$ cat config.mk
export PLATFORM = sky130hd
export DESIGN_NAME = histogram_with_normalization
export DESIGN_NICKNAME = d
export VERILOG_FILES = /design/src/hw/rtl/hwn_pkg.sv /design/src/hw/rtl/hwn_bin_store.sv /design/src/hw/rtl/hwn_divider.sv /design/src/hw/rtl/hwn_ctrl.sv /design/src/hw/rtl/histogram_with_normalization.sv
export SDC_FILE = /design/constraint.sdc
export NUM_CORES = 2
export LEC_CHECK = 0
export CAP_MARGIN = 10
export CORE_MARGIN = 4
export CORE_UTILIZATION = 60
export CTS_BUF_LIST = sky130_fd_sc_hd__clkbuf_4
export CTS_CLUSTER_DIAMETER = 100
export DETAILED_ROUTE_END_ITERATION = 10
export DONT_BUFFER_PORTS = 1
export PLACE_DENSITY_LB_ADDON = 0.1
export SYNTH_ARGS = -nofsm -noshare
export SYNTH_HDL_FRONTEND = slang
export SYNTH_SLANG_ARGS = --single-unit
export TNS_END_PERCENT = 5
$ cat constraint.sdc
create_clock -name i_clk -period 5.9 [get_ports i_clk]
set_clock_uncertainty 0.15 [all_clocks]
set_input_delay 0.885 -clock i_clk [delete_from_list [all_inputs] [get_ports i_clk]]
set_output_delay 0.885 -clock i_clk [all_outputs]
set_load 0.01 [all_outputs]
$ cat src/hw/rtl/hwn_pkg.sv
// ----------------------------------------------------------------------------
// hwn_pkg
// Shared widths, codes and interface types for the histogram block.
// ----------------------------------------------------------------------------
package hwn_pkg;

    localparam int NUM_BINS = 32;
    localparam int ADDR_W   = $clog2(NUM_BINS);
    localparam int CNT_W    = $clog2(NUM_BINS + 1);
    localparam int FUNC_W   = 2;
    localparam int IDX_W    = 6;
    localparam int BU_W     = 6;
    localparam int COUNT_W  = 32;
    localparam int TOTAL_W  = COUNT_W + ADDR_W;
    localparam int FRAC_W   = 16;
    localparam int SHARE_W  = FRAC_W + 1;
    localparam int STATUS_W = 2;
    localparam int DIV_CW   = $clog2(SHARE_W + 1);

    localparam logic [BU_W-1:0] BINS_USED_RST = BU_W'(32);

    localparam logic [FUNC_W-1:0] FN_INC  = 2'd0;
    localparam logic [FUNC_W-1:0] FN_SET  = 2'd1;
    localparam logic [FUNC_W-1:0] FN_READ = 2'd2;
    localparam logic [FUNC_W-1:0] FN_NORM = 2'd3;

    localparam logic [STATUS_W-1:0] ST_OK    = 2'd0;
    localparam logic [STATUS_W-1:0] ST_RANGE = 2'd1;
    localparam logic [STATUS_W-1:0] ST_ZERO  = 2'd2;

    typedef enum logic [2:0] {
        S_IDLE,
        S_MOD,
        S_SUM,
        S_NRD,
        S_NDAT,
        S_NDIV
    } t_state;

    typedef struct packed {
        logic               we;
        logic [ADDR_W-1:0]  waddr;
        logic [COUNT_W-1:0] wdata;
        logic [ADDR_W-1:0]  raddr;
    } t_store_req;

    typedef struct packed {
        logic               start;
        logic [COUNT_W-1:0] dividend;
        logic [TOTAL_W-1:0] divisor;
    } t_div_req;

    typedef struct packed {
        logic               done;
        logic [SHARE_W-1:0] quot;
    } t_div_rsp;

endpackage

$ cat src/hw/rtl/hwn_bin_store.sv
// ----------------------------------------------------------------------------
// hwn_bin_store
// Bin count memory: one write and one registered read per cycle. Per-entry
// valid flags make every bin read as zero after reset until first written.
// ----------------------------------------------------------------------------
module hwn_bin_store (
    input  logic                        i_clk,
    input  logic                        i_rst_n,
    input  hwn_pkg::t_store_req         i_req,
    output logic [hwn_pkg::COUNT_W-1:0] o_rdata
);
    import hwn_pkg::*;

    logic [COUNT_W-1:0]  r_mem [NUM_BINS];
    logic [NUM_BINS-1:0] r_vld;
    logic [COUNT_W-1:0]  r_rdata;
    logic                r_rd_vld;

    always_ff @(posedge i_clk) begin
        if (i_req.we) begin
            r_mem[i_req.waddr] <= i_req.wdata;
        end
        r_rdata <= r_mem[i_req.raddr];
    end

    always_ff @(posedge i_clk) begin
        if (!i_rst_n) begin
            r_vld    <= '0;
            r_rd_vld <= 1'b0;
        end else begin
            if (i_req.we) begin
                r_vld[i_req.waddr] <= 1'b1;
            end
            r_rd_vld <= r_vld[i_req.raddr];
        end
    end

    assign o_rdata = r_rd_vld ? r_rdata : '0;

endmodule

$ cat src/hw/rtl/hwn_divider.sv
// ----------------------------------------------------------------------------
// hwn_divider
// Bit-serial restoring divider: floor(count * 2^16 / total), one quotient bit
// per cycle. Needs count <= total, so the quotient fits in SHARE_W bits.
// ----------------------------------------------------------------------------
module hwn_divider (
    input  logic              i_clk,
    input  logic              i_rst_n,
    input  hwn_pkg::t_div_req i_req,
    output hwn_pkg::t_div_rsp o_rsp
);
    import hwn_pkg::*;

    logic [TOTAL_W-1:0] r_rem;
    logic               r_in;
    logic [SHARE_W-1:0] r_q;
    logic [DIV_CW-1:0]  r_cnt;
    logic               r_busy;
    logic               r_done;

    logic [TOTAL_W:0]   trial;
    logic [TOTAL_W:0]   diff;
    logic               ge;

    // Leading quotient bits are known zero, so start with count >> 1 loaded.
    assign trial = {r_rem, r_in};
    assign ge    = (trial >= {1'b0, i_req.divisor});
    assign diff  = trial - {1'b0, i_req.divisor};

    always_ff @(posedge i_clk) begin
        if (i_req.start) begin
            r_rem <= {{(TOTAL_W - COUNT_W + 1){1'b0}}, i_req.dividend[COUNT_W-1:1]};
            r_in  <= i_req.dividend[0];
            r_q   <= '0;
        end else if (r_busy) begin
            r_rem <= ge ? diff[TOTAL_W-1:0] : trial[TOTAL_W-1:0];
            r_in  <= 1'b0;
            r_q   <= {r_q[SHARE_W-2:0], ge};
        end
    end

    always_ff @(posedge i_clk) begin
        if (!i_rst_n) begin
            r_cnt  <= '0;
            r_busy <= 1'b0;
            r_done <= 1'b0;
        end else begin
            r_done <= 1'b0;
            if (i_req.start) begin
                r_cnt  <= DIV_CW'(SHARE_W);
                r_busy <= 1'b1;
            end else if (r_busy) begin
                r_cnt <= r_cnt - 1'b1;
                if (r_cnt == DIV_CW'(1)) begin
                    r_busy <= 1'b0;
                    r_done <= 1'b1;
                end
            end
        end
    end

    assign o_rsp.done = r_done;
    assign o_rsp.quot = r_q;

endmodule

$ cat src/hw/rtl/hwn_ctrl.sv
// ----------------------------------------------------------------------------
// hwn_ctrl
// Operation sequencer: read-modify-write of single bins, summing sweep and
// per-bin division sweep for normalize, and the registered result port.
// ----------------------------------------------------------------------------
module hwn_ctrl (
    input  logic                         i_clk,
    input  logic                         i_rst_n,
    input  logic                         i_start,
    input  logic [hwn_pkg::FUNC_W-1:0]   i_func,
    input  logic [hwn_pkg::IDX_W-1:0]    i_bin_index,
    input  logic [hwn_pkg::COUNT_W-1:0]  i_new_count,
    input  logic [hwn_pkg::CNT_W-1:0]    i_active,
    output logic                         o_busy,
    output hwn_pkg::t_store_req          o_store_req,
    input  logic [hwn_pkg::COUNT_W-1:0]  i_rdata,
    output hwn_pkg::t_div_req            o_div_req,
    input  hwn_pkg::t_div_rsp            i_div_rsp,
    output logic                         o_strobe,
    output logic [hwn_pkg::IDX_W-1:0]    o_out_index,
    output logic [hwn_pkg::COUNT_W-1:0]  o_bin_count,
    output logic [hwn_pkg::SHARE_W-1:0]  o_share,
    output logic [hwn_pkg::STATUS_W-1:0] o_status,
    output logic                         o_last_of_run
);
    import hwn_pkg::*;

    localparam int CMP_W = IDX_W + 1;

    t_state              r_state, n_state;
    logic [FUNC_W-1:0]   r_func;
    logic [IDX_W-1:0]    r_bin;
    logic [COUNT_W-1:0]  r_new;
    logic [CNT_W-1:0]    r_idx;
    logic [TOTAL_W-1:0]  r_total;
    logic [COUNT_W-1:0]  r_count;

    logic                r_strobe;
    logic [IDX_W-1:0]    r_out_index;
    logic [COUNT_W-1:0]  r_bin_count;
    logic [SHARE_W-1:0]  r_share;
    logic [STATUS_W-1:0] r_status;
    logic                r_last;

    logic                n_strobe;
    logic [IDX_W-1:0]    n_out_index;
    logic [COUNT_W-1:0]  n_bin_count;
    logic [SHARE_W-1:0]  n_share;
    logic [STATUS_W-1:0] n_status;
    logic                n_last;

    logic                accept;
    logic                in_range;
    logic                is_last;
    logic                sum_done;
    logic                total_zero;
    logic [COUNT_W-1:0]  mod_val;

    assign accept     = i_start && (r_state == S_IDLE);
    assign in_range   = (CMP_W'(r_bin) < CMP_W'(i_active));
    assign is_last    = ((CNT_W + 1)'(r_idx) + 1'b1) == (CNT_W + 1)'(i_active);
    assign sum_done   = (r_idx == i_active);
    assign total_zero = (r_total == '0);

    always_comb begin
        case (r_func)
            FN_INC:  mod_val = (i_rdata == '1) ? i_rdata : i_rdata + 1'b1;
            FN_SET:  mod_val = r_new;
            default: mod_val = i_rdata;
        endcase
    end

    // next state
    always_comb begin
        n_state = r_state;
        case (r_state)
            S_IDLE: begin
                if (accept) begin
                    n_state = (i_func == FN_NORM) ? S_SUM : S_MOD;
                end
            end
            S_MOD: n_state = S_IDLE;
            S_SUM: begin
                if (sum_done) begin
                    n_state = S_NRD;
                end
            end
            S_NRD: n_state = S_NDAT;
            S_NDAT: begin
                if (!total_zero) begin
                    n_state = S_NDIV;
                end else begin
                    n_state = is_last ? S_IDLE : S_NRD;
                end
            end
            S_NDIV: begin
                if (i_div_rsp.done) begin
                    n_state = is_last ? S_IDLE : S_NRD;
                end
            end
            default: n_state = S_IDLE;
        endcase
    end

    // outputs of the sequencer
    always_comb begin
        o_store_req.we    = 1'b0;
        o_store_req.waddr = r_bin[ADDR_W-1:0];
        o_store_req.wdata = mod_val;
        o_store_req.raddr = r_idx[ADDR_W-1:0];
        o_div_req.start    = 1'b0;
        o_div_req.dividend = i_rdata;
        o_div_req.divisor  = r_total;
        n_strobe    = 1'b0;
        n_out_index = IDX_W'(r_idx);
        n_bin_count = r_count;
        n_share     = '0;
        n_status    = ST_OK;
        n_last      = is_last;
        case (r_state)
            S_IDLE: begin
                o_store_req.raddr = (i_func == FN_NORM) ? '0 : i_bin_index[ADDR_W-1:0];
            end
            S_MOD: begin
                o_store_req.we = in_range && (r_func == FN_INC || r_func == FN_SET);
                n_strobe    = 1'b1;
                n_out_index = r_bin;
                n_bin_count = in_range ? mod_val : '0;
                n_status    = in_range ? ST_OK : ST_RANGE;
                n_last      = 1'b1;
            end
            S_NDAT: begin
                o_div_req.start = !total_zero;
                n_strobe        = total_zero;
                n_bin_count     = i_rdata;
                n_status        = ST_ZERO;
            end
            S_NDIV: begin
                n_strobe = i_div_rsp.done;
                n_share  = i_div_rsp.quot;
            end
            default: begin
            end
        endcase
    end

    always_ff @(posedge i_clk) begin
        if (!i_rst_n) begin
            r_state  <= S_IDLE;
            r_strobe <= 1'b0;
        end else begin
            r_state  <= n_state;
            r_strobe <= n_strobe;
        end
    end

    always_ff @(posedge i_clk) begin
        case (r_state)
            S_IDLE: begin
                if (accept) begin
                    r_func  <= i_func;
                    r_bin   <= i_bin_index;
                    r_new   <= i_new_count;
                    r_idx   <= CNT_W'(1);
                    r_total <= '0;
                end
            end
            S_SUM: begin
                r_total <= r_total + TOTAL_W'(i_rdata);
                r_idx   <= sum_done ? '0 : r_idx + 1'b1;
            end
            S_NDAT: begin
                r_count <= i_rdata;
                if (total_zero) begin
                    r_idx <= r_idx + 1'b1;
                end
            end
            S_NDIV: begin
                if (i_div_rsp.done) begin
                    r_idx <= r_idx + 1'b1;
                end
            end
            default: begin
            end
        endcase
        if (n_strobe) begin
            r_out_index <= n_out_index;
            r_bin_count <= n_bin_count;
            r_share     <= n_share;
            r_status    <= n_status;
            r_last      <= n_last;
        end
    end

    assign o_busy        = (r_state != S_IDLE);
    assign o_strobe      = r_strobe;
    assign o_out_index   = r_out_index;
    assign o_bin_count   = r_bin_count;
    assign o_share       = r_share;
    assign o_status      = r_status;
    assign o_last_of_run = r_last;

endmodule

$ cat src/hw/rtl/histogram_with_normalization.sv
// ----------------------------------------------------------------------------
// histogram_with_normalization
// Histogram of bin counts with increment, set, read and relative-frequency
// normalize.
// ----------------------------------------------------------------------------
// Timing: a command is taken when start is high and busy is low. Increment,
// set and read give one result, registered out of the modify step that
// follows acceptance, and the block is idle again once that step is done;
// the bin memory is read in the cycle of acceptance and written back in the
// next. Normalize first sweeps the memory to form the total (one bin per
// cycle), then handles each bin in turn: a memory read, a bit-serial divide
// and a step to take the quotient. When the total is zero there is no
// divide and each bin is only read. Results appear for one cycle under
// o_strobe and cannot be stalled, so the receiver must take every strobe.
// The store reads as zero straight after reset; there is no clearing pass.
module histogram_with_normalization (
    input  logic                         i_clk,
    input  logic                         i_rst_n,
    input  logic                         start,
    output logic                         busy,
    input  logic [hwn_pkg::FUNC_W-1:0]   i_func,
    input  logic [hwn_pkg::IDX_W-1:0]    i_bin_index,
    input  logic [hwn_pkg::COUNT_W-1:0]  i_new_count,
    input  logic                         i_cfg_we,
    input  logic [hwn_pkg::BU_W-1:0]     i_cfg_wdata,
    output logic                         o_strobe,
    output logic [hwn_pkg::IDX_W-1:0]    o_out_index,
    output logic [hwn_pkg::COUNT_W-1:0]  o_bin_count,
    output logic [hwn_pkg::SHARE_W-1:0]  o_share,
    output logic [hwn_pkg::STATUS_W-1:0] o_status,
    output logic                         o_last_of_run
);
    import hwn_pkg::*;

    localparam int BU_CMP_W = (BU_W > CNT_W) ? BU_W : CNT_W;

    logic [BU_W-1:0]    r_bins_used;
    logic [CNT_W-1:0]   active;
    t_store_req         store_req;
    logic [COUNT_W-1:0] rdata;
    t_div_req           div_req;
    t_div_rsp           div_rsp;

    always_ff @(posedge i_clk) begin
        if (!i_rst_n) begin
            r_bins_used <= BINS_USED_RST;
        end else if (i_cfg_we) begin
            r_bins_used <= i_cfg_wdata;
        end
    end

    // zero acts as one bin, anything past the store acts as the full store
    always_comb begin
        if (r_bins_used == '0) begin
            active = CNT_W'(1);
        end else if (BU_CMP_W'(r_bins_used) > BU_CMP_W'(NUM_BINS)) begin
            active = CNT_W'(NUM_BINS);
        end else begin
            active = CNT_W'(r_bins_used);
        end
    end

    hwn_bin_store u_store (
        .i_clk   (i_clk),
        .i_rst_n (i_rst_n),
        .i_req   (store_req),
        .o_rdata (rdata)
    );

    hwn_divider u_div (
        .i_clk   (i_clk),
        .i_rst_n (i_rst_n),
        .i_req   (div_req),
        .o_rsp   (div_rsp)
    );

    hwn_ctrl u_ctrl (
        .i_clk         (i_clk),
        .i_rst_n       (i_rst_n),
        .i_start       (start),
        .i_func        (i_func),
        .i_bin_index   (i_bin_index),
        .i_new_count   (i_new_count),
        .i_active      (active),
        .o_busy        (busy),
        .o_store_req   (store_req),
        .i_rdata       (rdata),
        .o_div_req     (div_req),
        .i_div_rsp     (div_rsp),
        .o_strobe      (o_strobe),
        .o_out_index   (o_out_index),
        .o_bin_count   (o_bin_count),
        .o_share       (o_share),
        .o_status      (o_status),
        .o_last_of_run (o_last_of_run)
    );

endmodule

==> results.md <==
- Post-synthesis sequential area ratio: 67.0%
- Remaining Overflow, GRT: 0
- DRC viols: 0
- Reg clk slew, reported paths: 0.07 ns
- Netlist cell types: 90
- Max Clk Rate: 209 MHz
- Routed Wire Length: 162,000 um
- Starting Density: 60.3%
- Synth warn: 0
- Post CTS Setup Buffer Count: 0
- Leakage power: 22.6 nW
- Largest area contributor in the netlist: edfxtp_1
- Synth async-reset ratio: 0%
- CTS root buffer: clkbuf_4
- Final ANT Viol Nets: 0
- Die ar.: 102,000 um^2
- Total CTS buffers: 350
- Via count of the routed design: 40,600
- Area delta synth->final: 11.4%
- Critical Path RT: 6.58 ns
- Final Hold Violating Endpoints: 0
- Fin nets: 4,992
- TritonRoute pass-1 iters: 5
- Routed len/inst: 25.5 um
- Gpl congestion: 0.981
- CTS H-Tree Depth: 5
- Post-DP Area: 60,200 um^2
- Setup TNS: 0 ns
- Power per cell area: 376 nW/um^2
- Reg power frac: 46.7%
- Synth Area per Inst: 12.5 um^2
- Top post-synthesis cells by area: edfxtp_1, nand2_1, a211oi_1
- Post-layout minimum cycle time: 4.78 ns
- Internal power: 16.7 mW
- Number of synthesized flops with an enable pin: 1,229
- TritonCTS clock tree: built
- Synth Cell Area: 58,200 um^2
- Final instance area: 64,900 um^2
- Maximum VDD drop: 236 uV
- Largest fanout on the critical path: 25
- Largest net degree at the start of global routing: 97
- Core Region: 96,600 um^2
- HP Class: in -> reg
- CP Capture Type: register
- Vias per std cell: 6.38
- PostCTS Resize Cnt: 0
- RSZ-0062 raised after global routing: false
- Share of cells above drive strength 1: 14.9%
- Multi-input gate area: 18,000 um^2
- Clock power frac: 31.1%
- Total power: 24.4 mW
- # port buffers: 0
- Die height: 320 um
- Final slew viol count: 0
- Cells after Synth: 4,658
- DIE WIDTH: 320 um
- First-pass GRT wire length: 244,000 um
- Sw Ratio: 31.6%
- FF+latch area: 39,000 um^2
- Initial antenna violation count: 5
- Final setup fails: 0
- Vias in the first global route: 39,400
- CTS Hold Bufs: 50
- Maxcap violations: 0
- Yosys top cell area share: 63.4%
- Sinks on Clock Net: 1,334
- Yosys reg bits: 1,334
- CP Launch Type: register
- # IOs: 110
- WP data arrival: 5.45 ns
- Combinational power share: 22.2%
- Post-synth top cells: edfxtp_1, nand2_1, a211oi_1
- Slew headroom: 17.6%
- Top-count cell post-synth: edfxtp_1
- Fillers: 7,096
- Overall routing resource usage: 31.4%
- Drt first-iter violations: 4,809
- Worst-Skew Late Latency: 1.18 ns
- # rows: 114
- Hold Slack: 0.170 ns
- Critical path class: reg -> reg
- HPWL after DPL: 103,000 um
- Syn nets: 4,787
- Worst Max-Slew Pin Slew: 1.23 ns
- Status: finished clean
- CTS max path bufs: 4
- P_sw: 7.71 mW
- Final Cycle Share: 80.9%
- Most used DFF post-synth: edfxtp_1
state kept, by name, indices dropped and copies added, names as in the netlist:
signal and count:
u_div.r_done 1, u_ctrl.o_share 17, u_ctrl.r_idx 6, u_ctrl.r_bin 6, u_ctrl.r_new 32, u_store.r_rd_vld 1
r_bins_used 6, u_div.r_in 1, u_ctrl.r_state 3, u_ctrl.o_out_index 6, u_ctrl.r_count 32, u_div.r_q 17
u_div.r_cnt 5, u_ctrl.o_last_of_run 1, u_ctrl.o_status 2, u_store.r_mem 1024, u_div.r_rem 37, u_store.r_vld 32
u_ctrl.r_func 2, u_ctrl.o_bin_count 32, u_ctrl.o_strobe 1, u_ctrl.r_total 37, u_div.r_busy 1, u_store.r_rdata 32
power groups by stage:
stage | Combinational, mW | Clock (mW) | Sequential, mW
6_report | 5.41 | 7.59 | 11.4
3_3_place_gp | 5.20 | 0 | 11.6
2_1_floorplan | 3.49 | 0 | 11.4
3_5_place_dp | 5.28 | 0 | 11.6
4_1_cts | 5.34 | 7.72 | 11.4
5_1_grt | 5.85 | 8.28 | 11.4
layout make-up:
| class | instances | area share [%] |
|---|---|---|
| timing repair buffer | 177 | 2.65 |
| multi-input combinational | 2895 | 27.8 |
| tap | 1276 | 2.46 |
| inverter | 105 | 0.607 |
| clock buffer | 509 | 5.89 |
| antenna | 6 | 0.0231 |
| sequential | 1334 | 60.1 |
| clock inverter | 64 | 0.495 |
path summary, 6_finish.rpt:
kind	endpoint	cells after the start	slack (ns)	start
worst max-delay path	u_store.r_mem[29][14]	8	1.12	u_ctrl.r_state[0]
worst min-delay path	u_store.r_vld[25]	2	0.17	i_rst_n
worst max register to register	u_store.r_mem[29][14]	8	1.12	u_ctrl.r_state[0]
worst min register to register	u_store.r_vld[27]	2	0.29	u_store.r_vld[27]
metal layers:
| metal | GRT usage [%] | wire, um |
|---|---|---|
| met4 | 15.9 | 7930 |
| met5 | 0 | 12 |
| met1 | 42.7 | 64600 |
| met3 | 6.83 | 14900 |
| met2 | 48.4 | 74800 |
placed cells by master (no fill, tap or decap), drive strengths merged, types with 31 or more instances in the layout:
cell	instances
a211oi	341
a21o	60
a21oi	180
a311oi	168
a31oi	126
and2	287
and3	49
buf	128
clkbuf	509
clkinv	58
dfxtp	105
dlygate4sd3	49
edfxtp	1229
ha	77
inv	107
nand2	719
nand3	81
nor2	198
nor3	101
o21ai	108
xnor2	39
xor2	31
worst max-delay path, cell delays in order, from the launching register on:
cell,delay [ns]
dfxtp_1,0.31
buf_4,0.30
clkinv_1,0.34
nor3_1,0.76
o211ai_2,0.42
nor2_1,0.41
nand2_1,0.58
nor2_4,0.88
buf_4,0.34
kinds of logic (layout without fill, tap and decap cells):
group	count (synthesis)	count (layout)	share of synthesized area, %
compound gates	1156	1156	14.1
xor+xnor	70	70	1.05
fa+ha+maj	79	79	1.72
buf+inv	429	855	2.93
flops	1334	1334	67.0
mux	31	31	0.537
other cells	0	6	0
simple gates	1559	1559	12.7
stage by stage:
step / utilization [%] / setup WS (ns) / instances
2_1_floorplan: - / 0.0731 / 4658
3_3_place_gp: 62.3 / 1.18 / 5734
3_5_place_dp: 62.3 / 1.17 / 5734
4_1_cts: 67.1 / 1.21 / 6357
5_1_grt: 67.2 / 0.892 / 6365
6_report: 67.2 / 1.12 / 6366
Power figures use the tool's default switching activity.
